`config.mk`:
```
export PLATFORM = sky130hd
export DESIGN_NAME = flash_page_transfer_splitter_unit
export DESIGN_NICKNAME = d
export VERILOG_FILES = /design/src/sv/fpts_pkg.sv /design/src/sv/flash_page_transfer_splitter_unit.sv
export SDC_FILE = /design/constraint.sdc
export NUM_CORES = 1
export LEC_CHECK = 0
export BUFFER_PORTS_ARGS = -buffer_cell sky130_fd_sc_hd__buf_2
export CORE_ASPECT_RATIO = 1.75
export CORE_MARGIN = 3
export CORE_UTILIZATION = 65
export CTS_BUF_LIST = sky130_fd_sc_hd__clkbuf_2
export DETAILED_ROUTE_END_ITERATION = 6
export GPL_ROUTABILITY_DRIVEN = 0
export PLACE_DENSITY = 0.88
export SYNTH_ARGS = -nofsm -noshare
export SYNTH_HDL_FRONTEND = slang
export SYNTH_SLANG_ARGS = --single-unit
```
`constraint.sdc`:
```
create_clock -name clk_i -period 19.6 [get_ports clk_i]
set_clock_uncertainty 0.1 [all_clocks]
set_input_delay 2.94 -clock clk_i [delete_from_list [all_inputs] [get_ports clk_i]]
set_output_delay 2.94 -clock clk_i [all_outputs]
set_load 0.01 [all_outputs]
```
`src/sv/fpts_pkg.sv`:
```
// Package with shared types and constants for the flash page transfer splitter.
package fpts_pkg;

  localparam int unsigned AddrW  = 24;
  localparam int unsigned CountW = 13;
  localparam int unsigned LenW   = 11;

  localparam logic [CountW-1:0] MaxCount      = 13'd4096;
  localparam logic [4:0]        MaxChunks     = 5'd17;
  localparam logic [LenW-1:0]   PageSizeMax   = 11'd1024;
  localparam logic [LenW-1:0]   PageSizeReset = 11'd528;
  localparam logic [7:0]        OpProgram     = 8'h82;
  localparam logic [7:0]        OpRead        = 8'hD2;

  typedef struct packed {
    logic [AddrW-1:0]  start_address;
    logic [CountW-1:0] byte_count;
    logic              is_write;
  } req_t;

  typedef struct packed {
    logic [7:0]       page_opcode;
    logic [AddrW-1:0] chunk_address;
    logic [LenW-1:0]  chunk_length;
    logic             last_chunk;
  } res_t;

  typedef enum logic [1:0] {
    StIdle,
    StMod,
    StEmit
  } state_e;

endpackage

```
`src/sv/flash_page_transfer_splitter_unit.sv`:
```
// Top level of the flash page transfer splitter: splits a transfer at page boundaries.
//
// Usage:
//   A transfer request (start address, byte count, direction) is taken at a rising
//   edge where start is high and busy is low. The block first finds the page offset
//   of the start address with a restoring remainder loop, one address bit per cycle
//   through a shared subtractor. It then emits one chunk per cycle on result_o,
//   marked by result_valid_o for exactly one cycle; the last chunk carries last_chunk.
//   Busy stays high through the remainder loop and the emit phase, and a request
//   yields at most 17 chunks. A request with a zero byte count produces no chunk and
//   leaves the block idle at once. The page size register is written with cfg_we_i /
//   cfg_wdata_i; the user must write it only while idle, which the block does not
//   enforce. It resets to 528, zero acts as 1 and values above 1024 act as 1024.
//   The receiver cannot stall: each chunk must be taken in the cycle it is shown.
//   Reset (rst_ni low, asynchronous) returns the sequencer to idle, drops any
//   transfer in progress and restores the page size.
module flash_page_transfer_splitter_unit (
  input  logic                      clk_i,
  input  logic                      rst_ni,
  input  logic                      start,
  output logic                      busy,
  input  fpts_pkg::req_t            req_i,
  input  logic                      cfg_we_i,
  input  logic [fpts_pkg::LenW-1:0] cfg_wdata_i,
  output logic                      result_valid_o,
  output fpts_pkg::res_t            result_o
);

  fpts_pkg::state_e state_q, state_d;

  logic [fpts_pkg::LenW-1:0]   page_q;
  logic [fpts_pkg::LenW-1:0]   psize;
  logic [fpts_pkg::AddrW-1:0]  addr_q, addr_d;
  logic [fpts_pkg::CountW-1:0] remain_q, remain_d;
  logic                        wr_q, wr_d;
  logic [fpts_pkg::LenW-1:0]   off_q, off_d;
  logic [4:0]                  bit_q, bit_d;
  logic [4:0]                  chunk_q, chunk_d;
  logic                        valid_q, valid_d;
  fpts_pkg::res_t              res_q, res_d;

  // Shared subtractor
  logic [fpts_pkg::LenW-1:0] sub_a, sub_b;
  logic [fpts_pkg::LenW:0]   sub_res;

  logic [fpts_pkg::LenW-1:0]   shifted;
  logic [fpts_pkg::LenW-1:0]   room;
  logic [fpts_pkg::LenW-1:0]   len;
  logic [fpts_pkg::CountW-1:0] remain_nx;
  logic [fpts_pkg::AddrW:0]    addr_sum;
  logic                        last;
  logic [fpts_pkg::CountW-1:0] count_sat;

  // Clamp page size to the legal range
  always_comb begin
    if (page_q == '0) begin
      psize = fpts_pkg::LenW'(1);
    end else if (page_q > fpts_pkg::PageSizeMax) begin
      psize = fpts_pkg::PageSizeMax;
    end else begin
      psize = page_q;
    end
  end

  assign count_sat = (req_i.byte_count > fpts_pkg::MaxCount) ? fpts_pkg::MaxCount
                                                             : req_i.byte_count;

  // Remainder step operand: shift in the next address bit
  assign shifted = {off_q[fpts_pkg::LenW-2:0], addr_q[bit_q]};

  // Route operands into the shared subtractor
  always_comb begin
    if (state_q == fpts_pkg::StMod) begin
      sub_a = shifted;
      sub_b = psize;
    end else begin
      sub_a = psize;
      sub_b = off_q;
    end
  end

  assign sub_res = {1'b0, sub_a} - {1'b0, sub_b};

  // Chunk sizing for the emit phase
  assign room      = sub_res[fpts_pkg::LenW-1:0];
  assign len       = (remain_q < {2'b00, room}) ? remain_q[fpts_pkg::LenW-1:0] : room;
  assign remain_nx = remain_q - {2'b00, len};
  assign last      = (remain_nx == '0) || (chunk_q == fpts_pkg::MaxChunks - 5'd1);
  assign addr_sum  = {1'b0, addr_q} + {{(fpts_pkg::AddrW-fpts_pkg::LenW+1){1'b0}}, len};

  // Next state and datapath control
  always_comb begin
    state_d  = state_q;
    addr_d   = addr_q;
    remain_d = remain_q;
    wr_d     = wr_q;
    off_d    = off_q;
    bit_d    = bit_q;
    chunk_d  = chunk_q;
    valid_d  = 1'b0;
    res_d    = res_q;
    unique case (state_q)
      fpts_pkg::StIdle: begin
        if (start) begin
          addr_d   = req_i.start_address;
          remain_d = count_sat;
          wr_d     = req_i.is_write;
          off_d    = '0;
          bit_d    = 5'(fpts_pkg::AddrW - 1);
          chunk_d  = '0;
          if (count_sat != '0) begin
            state_d = fpts_pkg::StMod;
          end
        end
      end
      fpts_pkg::StMod: begin
        off_d = sub_res[fpts_pkg::LenW] ? shifted : sub_res[fpts_pkg::LenW-1:0];
        bit_d = bit_q - 5'd1;
        if (bit_q == '0) begin
          state_d = fpts_pkg::StEmit;
        end
      end
      fpts_pkg::StEmit: begin
        valid_d             = 1'b1;
        res_d.page_opcode   = wr_q ? fpts_pkg::OpProgram : fpts_pkg::OpRead;
        res_d.chunk_address = addr_q;
        res_d.chunk_length  = len;
        res_d.last_chunk    = last;
        addr_d              = addr_sum[fpts_pkg::AddrW-1:0];
        remain_d            = remain_nx;
        chunk_d             = chunk_q + 5'd1;
        // After a wrap past the top of the address space the offset is the
        // wrapped address itself, which is always below one page.
        off_d = addr_sum[fpts_pkg::AddrW] ? addr_sum[fpts_pkg::LenW-1:0] : '0;
        if (last) begin
          state_d = fpts_pkg::StIdle;
        end
      end
      default: begin
        state_d = fpts_pkg::StIdle;
      end
    endcase
  end

  // Hold control state and the page size register
  always_ff @(posedge clk_i or negedge rst_ni) begin
    if (!rst_ni) begin
      state_q <= fpts_pkg::StIdle;
      valid_q <= 1'b0;
      page_q  <= fpts_pkg::PageSizeReset;
    end else begin
      state_q <= state_d;
      valid_q <= valid_d;
      if (cfg_we_i) begin
        page_q <= cfg_wdata_i;
      end
    end
  end

  // Advance the datapath registers
  always_ff @(posedge clk_i) begin
    addr_q   <= addr_d;
    remain_q <= remain_d;
    wr_q     <= wr_d;
    off_q    <= off_d;
    bit_q    <= bit_d;
    chunk_q  <= chunk_d;
    res_q    <= res_d;
  end

  assign busy           = (state_q != fpts_pkg::StIdle);
  assign result_valid_o = valid_q;
  assign result_o       = res_q;

  // Checks
  a_len_nonzero: assert property (@(posedge clk_i) disable iff (!rst_ni)
    result_valid_o |-> (result_o.chunk_length != '0))
    else $error("chunk of zero length emitted");

  a_len_fits_page: assert property (@(posedge clk_i) disable iff (!rst_ni)
    result_valid_o |-> (result_o.chunk_length <= psize))
    else $error("chunk longer than a page");

  a_quiet_after_last: assert property (@(posedge clk_i) disable iff (!rst_ni)
    (result_valid_o && result_o.last_chunk) |=> !result_valid_o)
    else $error("chunk emitted after the last chunk");

  a_quiet_when_idle: assert property (@(posedge clk_i) disable iff (!rst_ni)
    !busy |=> !result_valid_o)
    else $error("chunk emitted without a transfer in progress");

  a_chunk_limit: assert property (@(posedge clk_i) disable iff (!rst_ni)
    (state_q == fpts_pkg::StEmit) |-> (chunk_q < fpts_pkg::MaxChunks))
    else $error("chunk count past the limit");

endmodule

```
==> results.json <==
{
  "ys_types": 76,
  "io_pins": 99,
  "ant_nets": 0,
  "postPlaceCellArea_mm2": 0.00793,
  "drive_gt1_share_pct": 20.1,
  "vias_per_cell": 6.78,
  "rrSetupSlack_ns": 9.04,
  "insertion_delay_ns": 0.65,
  "setup_ws_ns": 9.04,
  "cp-start-kind": "flip-flop",
  "cts-root-buf": "clkbuf_2",
  "antenna_found_initial": 1,
  "finalHoldViolations": 0,
  "rsz0062_at_grt": "no",
  "cts_tree": "done",
  "max_stage_delay_ns": 0.72,
  "post-route-drc-count": 3,
  "synth_seq_cells": 110,
  "worstSetupEndpointType": "flip-flop",
  "synth_warnings": 0,
  "final_area_mm2": 0.00805,
  "rr_worst_depth": 34,
  "required_ns": 20.07,
  "fin_crit_ns": 10.56,
  "critPathSlowestCell": "o21ai_2",
  "cts_hold_buffers": 0,
  "final-setup-viol-count": 0,
  "grt_pass1_vias": 6263,
  "relSlewSlack_pct": 22.2,
  "crit_start": "bit_q[1]$_SDFFCE_PN1P_",
  "grt_max_degree": 97,
  "clk_pin_slew_worst_paths_ns": 0.34,
  "drt_first_iter_violations": 857,
  "synth.yosys.seq_area_share_pct": 43.6,
  "fin_nets": 901,
  "netlist.area_leader.share_pct": 38.9,
  "fp.dieW_um": 86.7,
  "ys_top_cells_by_count": "edfxtp_1 (96), nand2_1 (58), o21ai_0 (57)",
  "seqCellArea_mm2": 0.00324,
  "portBuffers": 92,
  "maxCapViolCount": 0,
  "fin_util_pct": 72.1,
  "dr_total_vias": 6390,
  "core-area_mm2": 0.0112,
  "use_met2_pct": 53.9,
  "grt_remaining_overflow": 0,
  "async_flop_share_pct": 12.7,
  "wire_per_inst_um": 21.2,
  "path_max_fanout": 27,
  "hold_class": "reg2reg",
  "top_usage_layer": "met2",
  "die_h_um": 147,
  "worstReg2RegStart": "bit_q[1]$_SDFFCE_PN1P_",
  "use_met1_pct": 34.3,
  "layout_worst_path_cycle_share_pct": 53.9,
  "cts_setup_buffers": 0,
  "yosys_most_used_dff": "edfxtp_1",
  "syn-cell-area_mm2": 0.00741,
  "area_growth_pct": 8.61,
  "run_status": "complete, but fails checks",
  "drt-total-wl_mm": 20.0,
  "drv_slew": 0,
  "initial_utilization_pct": 66.4,
  "rows": 51,
  "crit_end": "state_q[1]$_DFFE_PN0P_",
  "synth_area_leader_cell": "edfxtp_1",
  "worstMarginPinSlew_ns": 1.16,
  "worstSetupPathType": "reg2reg",
  "r2r_end": "state_q[1]$_DFFE_PN0P_",
  "numCtsBuffers": 9,
  "place_ws_ns": 9.27,
  "use_met3_pct": 5.16,
  "multi_input_area_mm2": 0.00384,
  "violations": "DRC",
  "synthCells": 733,
  "synthTopCellsByArea": "edfxtp_1 (39%), ha_1 (6.9%), dfrtp_1 (4.0%)",
  "die_area_mm2": 0.0128,
  "grt_usage_pct": 31.5,
  "synth-edff-count": 96,
  "fillers": 781,
  "timing.fmax_mhz": 94.7,
  "cts_buffer_depth": 2,
  "grt_pass1_wl_mm": 31.1,
  "dr.pass1.iters": 7,
  "tns_ns": 0,
  "cts_max_level": 3,
  "avgSynthCellArea_um2": 10.1,
  "cts_resized": 0,
  "synth.most_common_cell": "edfxtp_1",
  "worst_ep_arrival_time_ns": 11.02,
  "hpwl_mm": 15.2,
  "cts_sinks": 110
}
==> registers in the layout (all words and copies together) (netlist names) <==
name,cells
page_q,11
bit_q,5
addr_q,24
chunk_q,5
off_q,11
result_valid_o,1
result_o,37
state_q,2
wr_q,1
remain_q,13
==> per-layer routing <==
| layer | up-vias | wire length [um] |
|---|---|---|
| li1 | 2820 | - |
| met1 | 2964 | 6400 |
| met2 | 468 | 10100 |
| met3 | 136 | 1760 |
| met4 | 2 | 1700 |
| met5 | - | 21 |
==> logic make-up (layout without fill, tap and decap cells) <==
family                     count (synthesis)  count (layout)  share of synthesized area [%]
AOI/OAI and AO/OA                        196             196                           17.5
xor gates and xnor gates                  43              43                           5.18
adders and majority gates                 48              48                           8.15
buffers and inverters                     92             165                           5.05
DFF                                      110             110                           43.6
muxes                                     39              39                           6.95
other                                      2               7                          0.101
and+or+nand+nor                          203             203                           13.5
==> final cells by class <==
cell class	instances	share of cell area [%]
Sequential cell	110	40.2
Tap cell	132	2.05
Antenna cell	1	0.0311
Multi-Input combinational cell	535	47.7
Clock buffer	9	0.559
Inverter	53	2.47
Clock inverter	7	0.886
Timing Repair Buffer	96	6.09
==> critical path: cells and delay by family (launching register included) <==
| kind | cells | cell delay [ns] |
|---|---|---|
| DFF | 1 | 0.66 |
| adders and majority gates | 7 | 2.38 |
| muxes | 4 | 1.61 |
| AOI/OAI and AO/OA | 10 | 3.58 |
| buffers and inverters | 3 | 0.23 |
| and+or+nand+nor | 8 | 1.53 |
| xor gates and xnor gates | 2 | 0.38 |
==> metrics by stage <==
stage                     hold WS [ns]  cells
after detailed placement         0.404    926
after global placement           0.389    926
after global routing             0.461    943
after CTS                        0.442    942
final                            0.436    943
after floorplan                  0.351    737
==> worst min path at each step <==
stage	from	end	slack (ns)	cells past startpoint
after floorplan	addr_q[5]$_DFFE_PP_	result_o[17]$_DFFE_PP_	0.35	0
after global placement	wr_q$_DFFE_PP_	result_o[40]$_DFFE_PP_	0.39	1
after detailed placement	addr_q[7]$_DFFE_PP_	result_o[19]$_DFFE_PP_	0.40	0
after CTS	wr_q$_DFFE_PP_	result_o[40]$_DFFE_PP_	0.44	1
after global routing	addr_q[5]$_DFFE_PP_	result_o[17]$_DFFE_PP_	0.46	0
final	addr_q[5]$_DFFE_PP_	result_o[17]$_DFFE_PP_	0.44	0
==> cells in the final DEF, fill, tap and decap left out, types with 6 or more instances in the layout <==
| master | Yosys | layout |
|---|---|---|
| a21o_1 | 8 | 8 |
| a21oi_1 | 49 | 49 |
| a22o_1 | 7 | 7 |
| a31oi_1 | 7 | 7 |
| and2_1 | 14 | 14 |
| and3_1 | 8 | 8 |
| buf_2 | 2 | 92 |
| clkbuf_2 | 0 | 9 |
| conb_1 | 2 | 6 |
| dfrtp_1 | 12 | 12 |
| edfxtp_1 | 96 | 96 |
| ha_1 | 41 | 40 |
| inv_1 | 52 | 52 |
| mux2_2 | 20 | 20 |
| mux2i_1 | 11 | 11 |
| mux4_2 | 7 | 7 |
| nand2_1 | 58 | 58 |
| nand2b_1 | 15 | 15 |
| nand3_1 | 16 | 16 |
| nand4_1 | 8 | 8 |
| nor2_1 | 47 | 47 |
| nor2b_1 | 6 | 6 |
| nor3_1 | 9 | 9 |
| nor4_1 | 7 | 7 |
| o211ai_1 | 6 | 6 |
| o21ai_0 | 57 | 56 |
| o21bai_1 | 6 | 6 |
| o22ai_1 | 13 | 13 |
| xnor2_1 | 21 | 21 |
| xor2_1 | 21 | 21 |
Power is left out: the tool's default activity adds up to more than one toggle a clock period on the data nets, which glitch-free logic cannot reach.
